[src/hw/rtl/bbtm_pkg.sv]
// Shared constants and types for the block buffer tag manager.
// Depends on nothing; every other file of the block refers to it by scoped names.

package bbtm_pkg;

  // Number of buffer entries and the width of an entry index.
  localparam int unsigned NUM_BUFFERS = 32;
  localparam int unsigned IDX_W       = $clog2(NUM_BUFFERS);

  // Field widths fixed by the interface.
  localparam int unsigned CMD_W   = 3;
  localparam int unsigned DEV_W   = 8;
  localparam int unsigned BLK_W   = 32;
  localparam int unsigned BI_W    = 5;
  localparam int unsigned STAT_W  = 2;
  localparam int unsigned CNT_W   = 8;

  // Command codes.
  localparam logic [CMD_W-1:0] CMD_GET     = 3'd0;
  localparam logic [CMD_W-1:0] CMD_WRITE   = 3'd1;
  localparam logic [CMD_W-1:0] CMD_RELEASE = 3'd2;
  localparam logic [CMD_W-1:0] CMD_PIN     = 3'd3;
  localparam logic [CMD_W-1:0] CMD_UNPIN   = 3'd4;

  // Status codes.
  localparam logic [STAT_W-1:0] ST_OK     = 2'd0;
  localparam logic [STAT_W-1:0] ST_NOFREE = 2'd1;
  localparam logic [STAT_W-1:0] ST_COUNT  = 2'd2;

  // Saturation limit of a reference count.
  localparam logic [CNT_W-1:0] COUNT_MAX = 8'hFF;

  // Tag of one entry as kept in the tag RAM.
  typedef struct packed {
    logic [DEV_W-1:0] device;
    logic [BLK_W-1:0] block;
  } tag_t;

  // Verdict of the compare unit on one entry.
  typedef struct packed {
    logic live;
    logic match;
    logic free;
  } cmp_res_t;

endpackage

[src/hw/rtl/bbtm_tag_ram.sv]
// Tag RAM of the block buffer tag manager: one device and block tag per entry.
// One write port and one read port with registered read data; uses bbtm_pkg.

module bbtm_tag_ram (
  input  logic                        clk_i,
  input  logic                        we_i,
  input  logic [bbtm_pkg::IDX_W-1:0]  waddr_i,
  input  bbtm_pkg::tag_t              wdata_i,
  input  logic                        re_i,
  input  logic [bbtm_pkg::IDX_W-1:0]  raddr_i,
  output bbtm_pkg::tag_t              rdata_o
);

  bbtm_pkg::tag_t mem_q [bbtm_pkg::NUM_BUFFERS];
  bbtm_pkg::tag_t rdata_q;

  // Write port.
  always_ff @(posedge clk_i) begin
    if (we_i) begin
      mem_q[waddr_i] <= wdata_i;
    end
  end

  // Read port, data available the cycle after the address.
  always_ff @(posedge clk_i) begin
    if (re_i) begin
      rdata_q <= mem_q[raddr_i];
    end
  end

  assign rdata_o = rdata_q;

endmodule

[src/hw/rtl/bbtm_cmp.sv]
// Compare unit of the block buffer tag manager: checks one entry against the lookup key.
// Used once per cycle by the scan sequencer; uses bbtm_pkg.

module bbtm_cmp (
  input  bbtm_pkg::tag_t                 key_i,
  input  bbtm_pkg::tag_t                 entry_i,
  input  logic [bbtm_pkg::CNT_W-1:0]     count_i,
  output bbtm_pkg::cmp_res_t             res_o
);

  logic tag_eq;

  // An entry is live while its count is above zero; only live entries can match.
  assign tag_eq       = (key_i.device == entry_i.device) && (key_i.block == entry_i.block);
  assign res_o.live   = (count_i != '0);
  assign res_o.match  = res_o.live && tag_eq;
  assign res_o.free   = !res_o.live;

endmodule

[src/hw/rtl/block_buffer_tag_manager.sv]
// Top level of the block buffer tag manager: sequencer, reference counts and result register.
// Instantiates bbtm_tag_ram and bbtm_cmp; uses bbtm_pkg.

// A get walks the tag RAM one entry per cycle, through its single read port and the shared
// compare unit, stopping at the first live match; a full miss takes the lowest-indexed free
// entry. Write, release, pin, unpin and unknown commands skip the scan and go straight to
// the execute step. The block accepts one word at a time and can take the next word while
// the previous result still waits in the output register. Counts and valid bits reset to
// zero at once; tags are undefined until an entry is first allocated.

module block_buffer_tag_manager (
  input  logic                           clk_i,
  input  logic                           rst_ni,
  input  logic                           in_valid_i,
  output logic                           in_ready_o,
  input  logic [bbtm_pkg::CMD_W-1:0]     cmd_i,
  input  logic [bbtm_pkg::DEV_W-1:0]     device_i,
  input  logic [bbtm_pkg::BLK_W-1:0]     block_number_i,
  input  logic [bbtm_pkg::BI_W-1:0]      buffer_index_i,
  output logic                           out_valid_o,
  input  logic                           out_ready_i,
  output logic [bbtm_pkg::BI_W-1:0]      entry_index_o,
  output logic                           hit_o,
  output logic                           disk_read_o,
  output logic                           disk_write_o,
  output logic [bbtm_pkg::STAT_W-1:0]    status_o
);

  localparam int unsigned IDX_W = bbtm_pkg::IDX_W;
  localparam logic [IDX_W-1:0] LAST_IDX = IDX_W'(bbtm_pkg::NUM_BUFFERS - 1);

  typedef enum logic [1:0] {
    ST_IDLE,
    ST_SCAN,
    ST_EXEC
  } state_e;

  state_e state_q;

  // Latched command word.
  logic [bbtm_pkg::CMD_W-1:0]  cmd_q;
  bbtm_pkg::tag_t              key_q;
  logic [bbtm_pkg::BI_W-1:0]   bi_q;
  logic                        oor_q;
  logic [IDX_W-1:0]            idx_q;

  // Scan bookkeeping.
  logic [IDX_W-1:0]            addr_q;
  logic                        pend_q;
  logic [IDX_W-1:0]            pend_idx_q;
  logic                        free_have_q;
  logic [IDX_W-1:0]            free_idx_q;
  logic                        hit_q;

  // Reference counts and valid bits.
  logic [bbtm_pkg::CNT_W-1:0]  cnt_q [bbtm_pkg::NUM_BUFFERS];
  logic [bbtm_pkg::NUM_BUFFERS-1:0] valid_q;

  // Result register.
  logic                        out_valid_q;
  logic [bbtm_pkg::BI_W-1:0]   res_idx_q;
  logic                        res_hit_q;
  logic                        res_rd_q;
  logic                        res_wr_q;
  logic [bbtm_pkg::STAT_W-1:0] res_st_q;

  logic                        in_fire;
  logic                        ex_fire;
  logic                        ram_re;
  bbtm_pkg::tag_t              ram_rdata;
  logic [IDX_W-1:0]            cnt_ridx;
  logic [bbtm_pkg::CNT_W-1:0]  cnt_cur;
  logic                        valid_cur;
  bbtm_pkg::cmp_res_t          cmp_res;
  logic                        oor_in;

  // Execute-step results.
  logic [bbtm_pkg::BI_W-1:0]   ex_idx;
  logic                        ex_hit;
  logic                        ex_rd;
  logic                        ex_wr;
  logic [bbtm_pkg::STAT_W-1:0] ex_st;
  logic                        cnt_we;
  logic [bbtm_pkg::CNT_W-1:0]  cnt_wdata;
  logic                        val_we;
  logic                        tag_we;

  assign in_ready_o = (state_q == ST_IDLE);
  assign in_fire    = in_valid_i && in_ready_o;
  assign ex_fire    = (state_q == ST_EXEC) && (!out_valid_q || out_ready_i);
  assign ram_re     = (state_q == ST_SCAN);
  assign oor_in     = ({{(9 - bbtm_pkg::BI_W){1'b0}}, buffer_index_i}
                       >= 9'(bbtm_pkg::NUM_BUFFERS));

  // The count array has a single read index: the entry under compare during a scan,
  // the selected entry otherwise.
  assign cnt_ridx  = (state_q == ST_SCAN) ? pend_idx_q : idx_q;
  assign cnt_cur   = cnt_q[cnt_ridx];
  assign valid_cur = valid_q[idx_q];

  bbtm_tag_ram u_tag_ram (
    .clk_i   (clk_i),
    .we_i    (tag_we),
    .waddr_i (idx_q),
    .wdata_i (key_q),
    .re_i    (ram_re),
    .raddr_i (addr_q),
    .rdata_o (ram_rdata)
  );

  bbtm_cmp u_cmp (
    .key_i   (key_q),
    .entry_i (ram_rdata),
    .count_i (cnt_cur),
    .res_o   (cmp_res)
  );

  // Execute step: count update, allocation and result fields for the latched word.
  always_comb begin
    ex_idx    = bi_q;
    ex_hit    = 1'b0;
    ex_rd     = 1'b0;
    ex_wr     = 1'b0;
    ex_st     = bbtm_pkg::ST_OK;
    cnt_we    = 1'b0;
    cnt_wdata = cnt_cur;
    val_we    = 1'b0;
    tag_we    = 1'b0;
    if (cmd_q == bbtm_pkg::CMD_GET) begin
      if (hit_q) begin
        ex_idx = bbtm_pkg::BI_W'(idx_q);
        ex_hit = 1'b1;
        if (cnt_cur == bbtm_pkg::COUNT_MAX) begin
          ex_st = bbtm_pkg::ST_COUNT;
        end else begin
          cnt_we    = 1'b1;
          cnt_wdata = cnt_cur + 1'b1;
        end
        ex_rd  = !valid_cur;
        val_we = 1'b1;
      end else if (free_have_q) begin
        // Fresh allocation: the entry takes a new tag, so it always needs a fill.
        ex_idx    = bbtm_pkg::BI_W'(idx_q);
        tag_we    = ex_fire;
        cnt_we    = 1'b1;
        cnt_wdata = bbtm_pkg::CNT_W'(1);
        ex_rd     = 1'b1;
        val_we    = 1'b1;
      end else begin
        ex_idx = '0;
        ex_st  = bbtm_pkg::ST_NOFREE;
      end
    end else if (cmd_q > bbtm_pkg::CMD_UNPIN) begin
      ex_idx = '0;
    end else if (!oor_q) begin
      case (cmd_q)
        bbtm_pkg::CMD_WRITE: begin
          ex_wr = 1'b1;
        end
        bbtm_pkg::CMD_PIN: begin
          if (cnt_cur == bbtm_pkg::COUNT_MAX) begin
            ex_st = bbtm_pkg::ST_COUNT;
          end else begin
            cnt_we    = 1'b1;
            cnt_wdata = cnt_cur + 1'b1;
          end
        end
        bbtm_pkg::CMD_RELEASE, bbtm_pkg::CMD_UNPIN: begin
          if (cnt_cur == '0) begin
            ex_st = bbtm_pkg::ST_COUNT;
          end else begin
            cnt_we    = 1'b1;
            cnt_wdata = cnt_cur - 1'b1;
          end
        end
        default: begin
          ex_wr = 1'b0;
        end
      endcase
    end
  end

  // Reference counts and valid bits, updated only when the execute step retires.
  always_ff @(posedge clk_i or negedge rst_ni) begin
    if (!rst_ni) begin
      for (int i = 0; i < bbtm_pkg::NUM_BUFFERS; i++) begin
        cnt_q[i] <= '0;
      end
      valid_q <= '0;
    end else if (ex_fire) begin
      if (cnt_we) begin
        cnt_q[idx_q] <= cnt_wdata;
      end
      if (val_we) begin
        valid_q[idx_q] <= 1'b1;
      end
    end
  end

  // Sequencer: accept, scan the tag RAM, execute, hand over to the result register.
  always_ff @(posedge clk_i or negedge rst_ni) begin
    if (!rst_ni) begin
      state_q     <= ST_IDLE;
      addr_q      <= '0;
      pend_q      <= 1'b0;
      free_have_q <= 1'b0;
      hit_q       <= 1'b0;
      out_valid_q <= 1'b0;
    end else begin
      if (ex_fire) begin
        out_valid_q <= 1'b1;
      end else if (out_ready_i) begin
        out_valid_q <= 1'b0;
      end
      case (state_q)
        ST_IDLE: begin
          if (in_fire) begin
            addr_q      <= '0;
            pend_q      <= 1'b0;
            free_have_q <= 1'b0;
            hit_q       <= 1'b0;
            state_q     <= (cmd_i == bbtm_pkg::CMD_GET) ? ST_SCAN : ST_EXEC;
          end
        end
        ST_SCAN: begin
          // Issue the next read while the previous entry is compared.
          addr_q <= (addr_q == LAST_IDX) ? '0 : addr_q + 1'b1;
          if (pend_q && cmp_res.match) begin
            hit_q   <= 1'b1;
            pend_q  <= 1'b0;
            state_q <= ST_EXEC;
          end else if (pend_q && (pend_idx_q == LAST_IDX)) begin
            free_have_q <= free_have_q || cmp_res.free;
            pend_q      <= 1'b0;
            state_q     <= ST_EXEC;
          end else begin
            pend_q <= 1'b1;
            if (pend_q && cmp_res.free && !free_have_q) begin
              free_have_q <= 1'b1;
            end
          end
        end
        ST_EXEC: begin
          if (ex_fire) begin
            state_q <= ST_IDLE;
          end
        end
        default: begin
          state_q <= ST_IDLE;
        end
      endcase
    end
  end

  // Payload registers of the sequencer.
  always_ff @(posedge clk_i) begin
    if (in_fire) begin
      cmd_q        <= cmd_i;
      key_q.device <= device_i;
      key_q.block  <= block_number_i;
      bi_q         <= buffer_index_i;
      oor_q        <= oor_in;
      idx_q        <= IDX_W'(buffer_index_i);
    end
    if (state_q == ST_SCAN) begin
      pend_idx_q <= addr_q;
      if (pend_q) begin
        if (cmp_res.match) begin
          idx_q <= pend_idx_q;
        end else if (pend_idx_q == LAST_IDX) begin
          idx_q <= free_have_q ? free_idx_q : pend_idx_q;
        end else if (cmp_res.free && !free_have_q) begin
          free_idx_q <= pend_idx_q;
        end
      end
    end
    if (ex_fire) begin
      res_idx_q <= ex_idx;
      res_hit_q <= ex_hit;
      res_rd_q  <= ex_rd;
      res_wr_q  <= ex_wr;
      res_st_q  <= ex_st;
    end
  end

  assign out_valid_o   = out_valid_q;
  assign entry_index_o = res_idx_q;
  assign hit_o         = res_hit_q;
  assign disk_read_o   = res_rd_q;
  assign disk_write_o  = res_wr_q;
  assign status_o      = res_st_q;

endmodule

[config.mk]
export PLATFORM = sky130hd
export DESIGN_NAME = block_buffer_tag_manager
export DESIGN_NICKNAME = d
export VERILOG_FILES = /design/src/hw/rtl/bbtm_pkg.sv /design/src/hw/rtl/bbtm_tag_ram.sv /design/src/hw/rtl/bbtm_cmp.sv /design/src/hw/rtl/block_buffer_tag_manager.sv
export SDC_FILE = /design/constraint.sdc
export NUM_CORES = 2
export LEC_CHECK = 0
export BUFFER_PORTS_ARGS = -buffer_cell sky130_fd_sc_hd__buf_2
export CORE_MARGIN = 5
export CORE_UTILIZATION = 40
export CTS_CLUSTER_DIAMETER = 120
export DETAILED_ROUTE_END_ITERATION = 7
export HOLD_SLACK_MARGIN = 0.12
export MAX_ROUTING_LAYER = met4
export PLACE_DENSITY = 0.64
export SLEW_MARGIN = 20
export SYNTH_ARGS = -nofsm -noshare
export SYNTH_HDL_FRONTEND = slang
export SYNTH_SLANG_ARGS = --single-unit
[constraint.sdc]
create_clock -name clk_i -period 12.11 [get_ports clk_i]
set_input_delay 0 -clock clk_i [delete_from_list [all_inputs] [get_ports clk_i]]
set_output_delay 0 -clock clk_i [all_outputs]
set_load 0.05 [all_outputs]
# Word level (Yosys, flattened, before mapping)
# Memories as Yosys holds them, arrays and structs flattened. A register that Yosys moved wholly into a read port is not among the register bits.
# Index checks and enable logic that the tools add are counted.
dict set report op_classes {
  n_addsub 3
  n_lt_le_gt_ge 6
  eq_ne 17
  muxes 73
  n_bitwise 5
  reduce_logical 33
}
# cell count
set op_table {}
lappend op_table {{$bwmux W256} 1}
lappend op_table {{$mux W8} 9}
lappend op_table {{$mux W5} 13}
lappend op_table {{$bmux W8 S5} 1}
lappend op_table {{$demux W8 S5} 1}
lappend op_table {{$eq A32 B32 Y1} 1}
lappend op_table {{$or A32 B32 Y32} 1}
lappend op_table {{$mux W1} 28}
lappend op_table {{$mux W2} 10}
lappend op_table {{$pmux W8 S2} 1}
lappend op_table {{$ge A6 B6 Y1 const B} 2}
lappend op_table {{$not A5 Y6} 2}
lappend op_table {{$logic_and A1 B1 Y1} 11}
lappend op_table {{$eq A5 B5 Y1 const B} 2}
lappend op_table {{$pmux W5 S2} 1}
lappend op_table {{$add A8 B1 Y8 const B} 1}
lappend op_table {{$eq A8 B8 Y1} 1}
lappend op_table {{$eq A8 B8 Y1 const B} 1}
lappend op_table {{$logic_not A8 Y1} 1}
lappend op_table {{$pmux W1 S2} 4}
lappend op_table {{$reduce_bool A8 Y1} 1}
lappend op_table {{$sub A8 B1 Y8 const B} 1}
lappend op_table {{$eq A3 B2 Y1 const B} 2}
lappend op_table {{$logic_not A3 Y1} 2}
lappend op_table {{other kinds (26)} 39}
dict set report word_totals {
  ff_bits 372
  ram_bits 1280
  input_bits 52
  output_inout_bits 12
  word_cells 189
  n_memories 1
}
# name depth word_bits read_ports rd_ports_with_merged_regs write_ports line
set memory_table {}
lappend memory_table {u_tag_ram.mem_q 32 40 1 1 1 bbtm_tag_ram.sv:14} ;# bbtm_pkg::tag_t mem_q [bbtm_pkg::NUM_BUFFERS];

# Depth between registers and ports, before layout
dict set report logic_depth {
  depth_word 14
  mapped_depth 20
}

# Hierarchy
# Synthesis repeated with hierarchy kept, for this count alone.
dict set report hier_totals {
  hier_cells 4620
  area_unflattened_um2 71382.2
}
# module instances cells_each area_each_um2 seq_area_each_um2
set by_module_without_submodules {}
lappend by_module_without_submodules {bbtm_tag_ram 1 2813 50965.1 39638.0}
lappend by_module_without_submodules {block_buffer_tag_manager 1 1749 19912.8 9624.2}
lappend by_module_without_submodules {bbtm_cmp 1 58 504.2 0.0}

# Worst setup path after synthesis
# No wires, ideal clock.
dict set report synth_timing {
  path_kind {register -> register}
  from {register idx_q[0]}
  to {memory u_tag_ram.mem_q[1][0] (netlist bit) (enable)}
  setup_ps 487
  t_arrival_ps 4991
  required_time_ps 11623
  path_slack_ps 6632
  path_stages_with_launch 9
  path_buffers 6
  period_less_slack_ps 5478
  cell_sequence {dfxtp_1 > buf_2 > buf_2 > buf_4 > buf_1 > clkbuf_1 > nand2_1 > clkbuf_1 > nor3_1}
}
# item line
set synth_rtl {}
lappend synth_rtl {{start: declaration} block_buffer_tag_manager.sv:45} ;# logic [IDX_W-1:0] idx_q;
lappend synth_rtl {{start signal: assignment} block_buffer_tag_manager.sv:263} ;# idx_q <= IDX_W'(buffer_index_i);
lappend synth_rtl {{start signal: assignment} block_buffer_tag_manager.sv:269} ;# idx_q <= pend_idx_q;
lappend synth_rtl {{start signal: assignment} block_buffer_tag_manager.sv:271} ;# idx_q <= free_have_q ? free_idx_q : pend_idx_q;
lappend synth_rtl {{end: declaration} bbtm_tag_ram.sv:14}
# Straight into the memory's write port.

# Final worst setup path
dict set report layout_timing {
  from {register state_q[1]}
  to {register cnt_q[16] (netlist bit)}
}
dict set report layout_between {
  elab_chain_len 12
  word_cells_on_any_way 27
  classes_between {add/sub (2); eq/ne (3); mux (18); bitwise (1); reduce/logical (3)}
}
# item line
set layout_lines {}
lappend layout_lines {{start: declaration} block_buffer_tag_manager.sv:38} ;# state_e state_q;
lappend layout_lines {{start signal: assignment} block_buffer_tag_manager.sv:222} ;# state_q <= (cmd_i == bbtm_pkg::CMD_GET) ? ST_SCAN : ST_EXEC;
lappend layout_lines {{$eq A2 B1 Y1} block_buffer_tag_manager.sv:97} ;# assign cnt_ridx = (state_q == ST_SCAN) ? pend_idx_q : idx_q;
lappend layout_lines {{$mux W5} block_buffer_tag_manager.sv:97}
lappend layout_lines {{$not A5 Y6 (implied by the code)} block_buffer_tag_manager.sv:98} ;# assign cnt_cur = cnt_q[cnt_ridx];
lappend layout_lines {{$bmux W8 S5} block_buffer_tag_manager.sv:98}
lappend layout_lines {{$mux W8 (implied by the code) (2 in a row)} block_buffer_tag_manager.sv:98}
lappend layout_lines {{$sub A8 B1 Y8, or another cell as far along} block_buffer_tag_manager.sv:173} ;# cnt_wdata = cnt_cur - 1'b1;
lappend layout_lines {{$mux W8, or another cell as far along} block_buffer_tag_manager.sv:169} ;# if (cnt_cur == '0) begin
lappend layout_lines {{$pmux W8 S2 or $pmux W1 S2 (tied branches)} block_buffer_tag_manager.sv:156} ;# case (cmd_q)
lappend layout_lines {{$mux W8 or $mux W1 (tied branches)} block_buffer_tag_manager.sv:153} ;# end else if (cmd_q > bbtm_pkg::CMD_UNPIN) begin
lappend layout_lines {{$mux W8 or $mux W1 (tied branches)} block_buffer_tag_manager.sv:129} ;# if (cmd_q == bbtm_pkg::CMD_GET) begin
lappend layout_lines {{$bwmux W256 or $reduce_and A2 Y1 (tied branches)} -}
lappend layout_lines {{end signal: indexed assignment} block_buffer_tag_manager.sv:192} ;# cnt_q[idx_q] <= cnt_wdata;
lappend layout_lines {{end: declaration} block_buffer_tag_manager.sv:56} ;# logic [bbtm_pkg::CNT_W-1:0] cnt_q [bbtm_pkg::NUM_BUFFERS];
# Parallel ways exist; a longest one is shown, timed or not. The select of a mux whose other input is x is not followed.
# A chain may end at the register's enable or synchronous reset.

==> qor.yml <==
synthToLayoutAreaGrowth_pct: 14.2
final_cells: 6321
stdcell_area_um2: 79300
grt_first_pass_wirelength_mm: 261
cts_root_buf: "clkbuf_16"
power_frac_seq_pct: 42.8
rsz0062_at_grt: "no"
ys_ff_latch: 1692
die_w_um: 427
r2r-end: "cnt_q[16]$_DFFE_PN0P_"
yosys.area_share.simple_pct: 3.74
crit_required_ps: 12770
p_switching_mw: 5.21
status: "complete, no violations"
clk_latency_ps: 800
placed_cells: 5915
max_slew.worst_pin.slew_ps: 1190
cp.buffers_inverters: 3
finClkSkew_ps: 52.9
crit_top_cell: "buf_4"
via_count: 36600
yosys-top-cells-count: "edfxtp_1, mux4_2, dfrtp_1"
hold_path.class: "primary input to register"
io_pins: 64
wl_mm: 180
synthMuxAreaShare_pct: 20.2
postCtsSetupRepairBufs: 0
row_count: 153
cts_tree: "yes"
ys.flop_type: "edfxtp_1"
coreArea_um2: 173000
first_global_vias: 36500
p_clk_share_pct: 30.8
cp.depth: 14
combPwrFrac_pct: 26.4
max_freq_mhz: 140
drc: 0
r2r_cells: 14
syn_nets: 3700
overflow: 0
cts_sinks: 1692
timing.rr.start: "state_q[1]$_DFFE_PN0P_"
peakVddDrop_v: 0.000218
synth-edff-count: 1388
crit_path_top_delay_cell: "o41ai_1"
nNetsFinal: 3920
synth_top_area_cell: "edfxtp_1"
critPathCaptureType: "register"
avgSynthCellArea_um2: 19.1
synth_cells: 3641
post-route-period-util_pct: 59.1
synth_adder_area_share_pct: 0.126
internal-power_mw: 11.4
arrival_ps: 7810
drv_cap: 0
setup_violations: 0
finalCriticalPeriod_ps: 7160
die_y_um: 427
synthArstFlopShare_pct: 17.7
die_area_um2: 182000
hold_viol: 0
path_cells: "nand2b_4 -> buf_4 -> mux2i_4 -> buf_4 -> nor3_1 -> o41ai_1 -> nand4_1 -> nand3_1 -> o21bai_2 -> a21boi_1 -> o21ai_4 -> buf_4 -> nand3_1 -> mux2_2"
tns_ps: 0
initial_core_util_pct: 40.1
yosys_warnings: 0
worstSetupPathType: "register to register"
drive_above_1_share_pct: 28.0
drt_pass1_iterations: 7
crit_family: "simple AND/OR/NAND/NOR gates"
swShare_pct: 31.4
synth_xor_area_share_pct: 0.555
drt_iter0_drc: 4549
clk_pin_slew_worst_paths_ps: 60
yosysTopAreaCellShare_pct: 60.0
numPortBuffers: 63
max_stage_delay_ps: 880
reg2reg_slack_ps: 4950
endpoint: "cnt_q[16]$_DFFE_PN0P_"
crit_start: "state_q[1]$_DFFE_PN0P_"
cp_max_fo: 52
synthTopCellsByArea: "edfxtp_1, mux4_2, dfrtp_1, mux2_2, mux2i_1"
hpwlAfterDp_mm: 86.3
powerDensity_nw_per_um2: 209
globalplace.congestion: 0.842
synth_cell_type_count: 80
synth_most_common_cell: "edfxtp_1"
synth_compound_gate_area_share_pct: 2.77
ys_seq_area_share_pct: 70.9
cts_hold_buf: 102
ant_nets: 0
cts_max_path_buffers: 3
cts_resized: 0
cts_buffers: 166
htree_levels: 4
synth_top_family_by_area: "multiplexers"
grt_usage_pct: 20.3
grt_max_degree: 179
synth_area_um2: 69500
viasPerCell: 5.80
drv_slew: 0
post_dp_cell_area_um2: 72900
antenna_found_initial: 1
power.static_leakage_nw: 27.0
maxSlewHeadroom_pct: 20.4
worstSetupStartpointType: "register"
wl_per_cell_um: 28.4
cell families (layout without fill, tap and decap cells):
kind of cell	Yosys count	after routing
AOI/OAI and AO/OA	269	269
adders and majority gates	7	7
buffers and inverters	268	622
xor gates and xnor gates	44	44
and+or+nand+nor	502	502
muxes	859	859
DFF	1692	1692
other	0	1
worst min path at each step:
stage | from | endpoint | slack (ps) | cells past startpoint
after floorplan | rst_ni | addr_q[0]$_DFFE_PN0P_ | -300 | 0
after global placement | rst_ni | cnt_q[148]$_DFFE_PN0P_ | 160 | 1
after detailed placement | rst_ni | cnt_q[148]$_DFFE_PN0P_ | 170 | 1
after CTS | cmd_i[0] | state_q[0]$_DFFE_PN0P_ | 130 | 4
after global routing | cmd_i[2] | state_q[0]$_DFFE_PN0P_ | 180 | 4
final | buffer_index_i[0] | idx_q[0]$_DFF_P_ | 180 | 4
cell type report:
cell class	instances	area (um2)
antenna	1	2.50
multi-input combinational	1681	19300
clock inverter	89	860
timing repair buffer	272	2240
fill	14600	93900
inverter	48	188
clock buffer	213	4520
sequential	1692	49300
tap	2325	2910
layer usage:
metal | part of all wire [%] | vias to the layer above | global-route usage [%]
met2 | 48 | 1542 | 31.3
met3 | 7.5 | 253 | 3.32
met1 | 42 | 19600 | 28.4
met5 | 0 | - | -
met4 | 2.2 | 0 | 5.03
li1 | - | 15200 | -
layout by cell type, fill, tap and decap left out, types with 18 or more instances in the layout:
| cell | instances |
|---|---|
| a211oi_1 | 68 |
| a21o_1 | 34 |
| a21oi_1 | 30 |
| buf_2 | 62 |
| buf_4 | 102 |
| clkbuf_1 | 32 |
| clkbuf_16 | 171 |
| clkinv_1 | 37 |
| clkinv_2 | 28 |
| dfrtp_1 | 294 |
| dlygate4sd3_1 | 101 |
| edfxtp_1 | 1388 |
| inv_1 | 43 |
| mux2_1 | 75 |
| mux2_2 | 206 |
| mux2i_1 | 169 |
| mux4_2 | 408 |
| nand2_1 | 40 |
| nand3_2 | 18 |
| nand4_1 | 18 |
| nor2_1 | 220 |
| nor3_1 | 88 |
| nor3_2 | 32 |
| o21ai_0 | 22 |
| o41ai_1 | 27 |
| xnor2_1 | 27 |
power by group through the flow:
stage / Clock (mW) / Sequential [mW] / Combinational (mW)
CTS: 5.21 / 7.11 / 4.39
global placement: 0 / 7.21 / 4.32
finish: 5.11 / 7.11 / 4.38
global route: 5.45 / 7.15 / 4.66
floorplan: 0 / 7.19 / 2.99
detailed placement: 0 / 7.23 / 4.35
per-stage QoR:
stage	hold WS [ps]	setup WS, ps	total power, mW	util [%]
2_1_floorplan	-296	6630	10.2	-
3_3_place_gp	162	5010	11.5	42.1
3_5_place_dp	173	5010	11.6	42.1
4_1_cts	133	5010	16.7	45.8
5_1_grt	177	4770	17.3	45.8
6_report	176	4950	16.6	45.8
sequential cells by signal, summed over array words and instances (netlist names), 3 cells and up:
name               flops
entry_index_o          5
bi_q                   5
idx_q                  5
pend_idx_q             5
cnt_q                256
addr_q                 5
valid_q               32
free_idx_q             5
u_tag_ram.mem_q     1280
u_tag_ram.rdata_o     40
key_q                 40
cmd_q                  3
worst min-delay path: cells and delay by family:
kind                   cells  cell delay (ps)
buffers and inverters      2              710
AOI/OAI and AO/OA          2              180
Note: power is estimated with default switching activity, not from simulation.
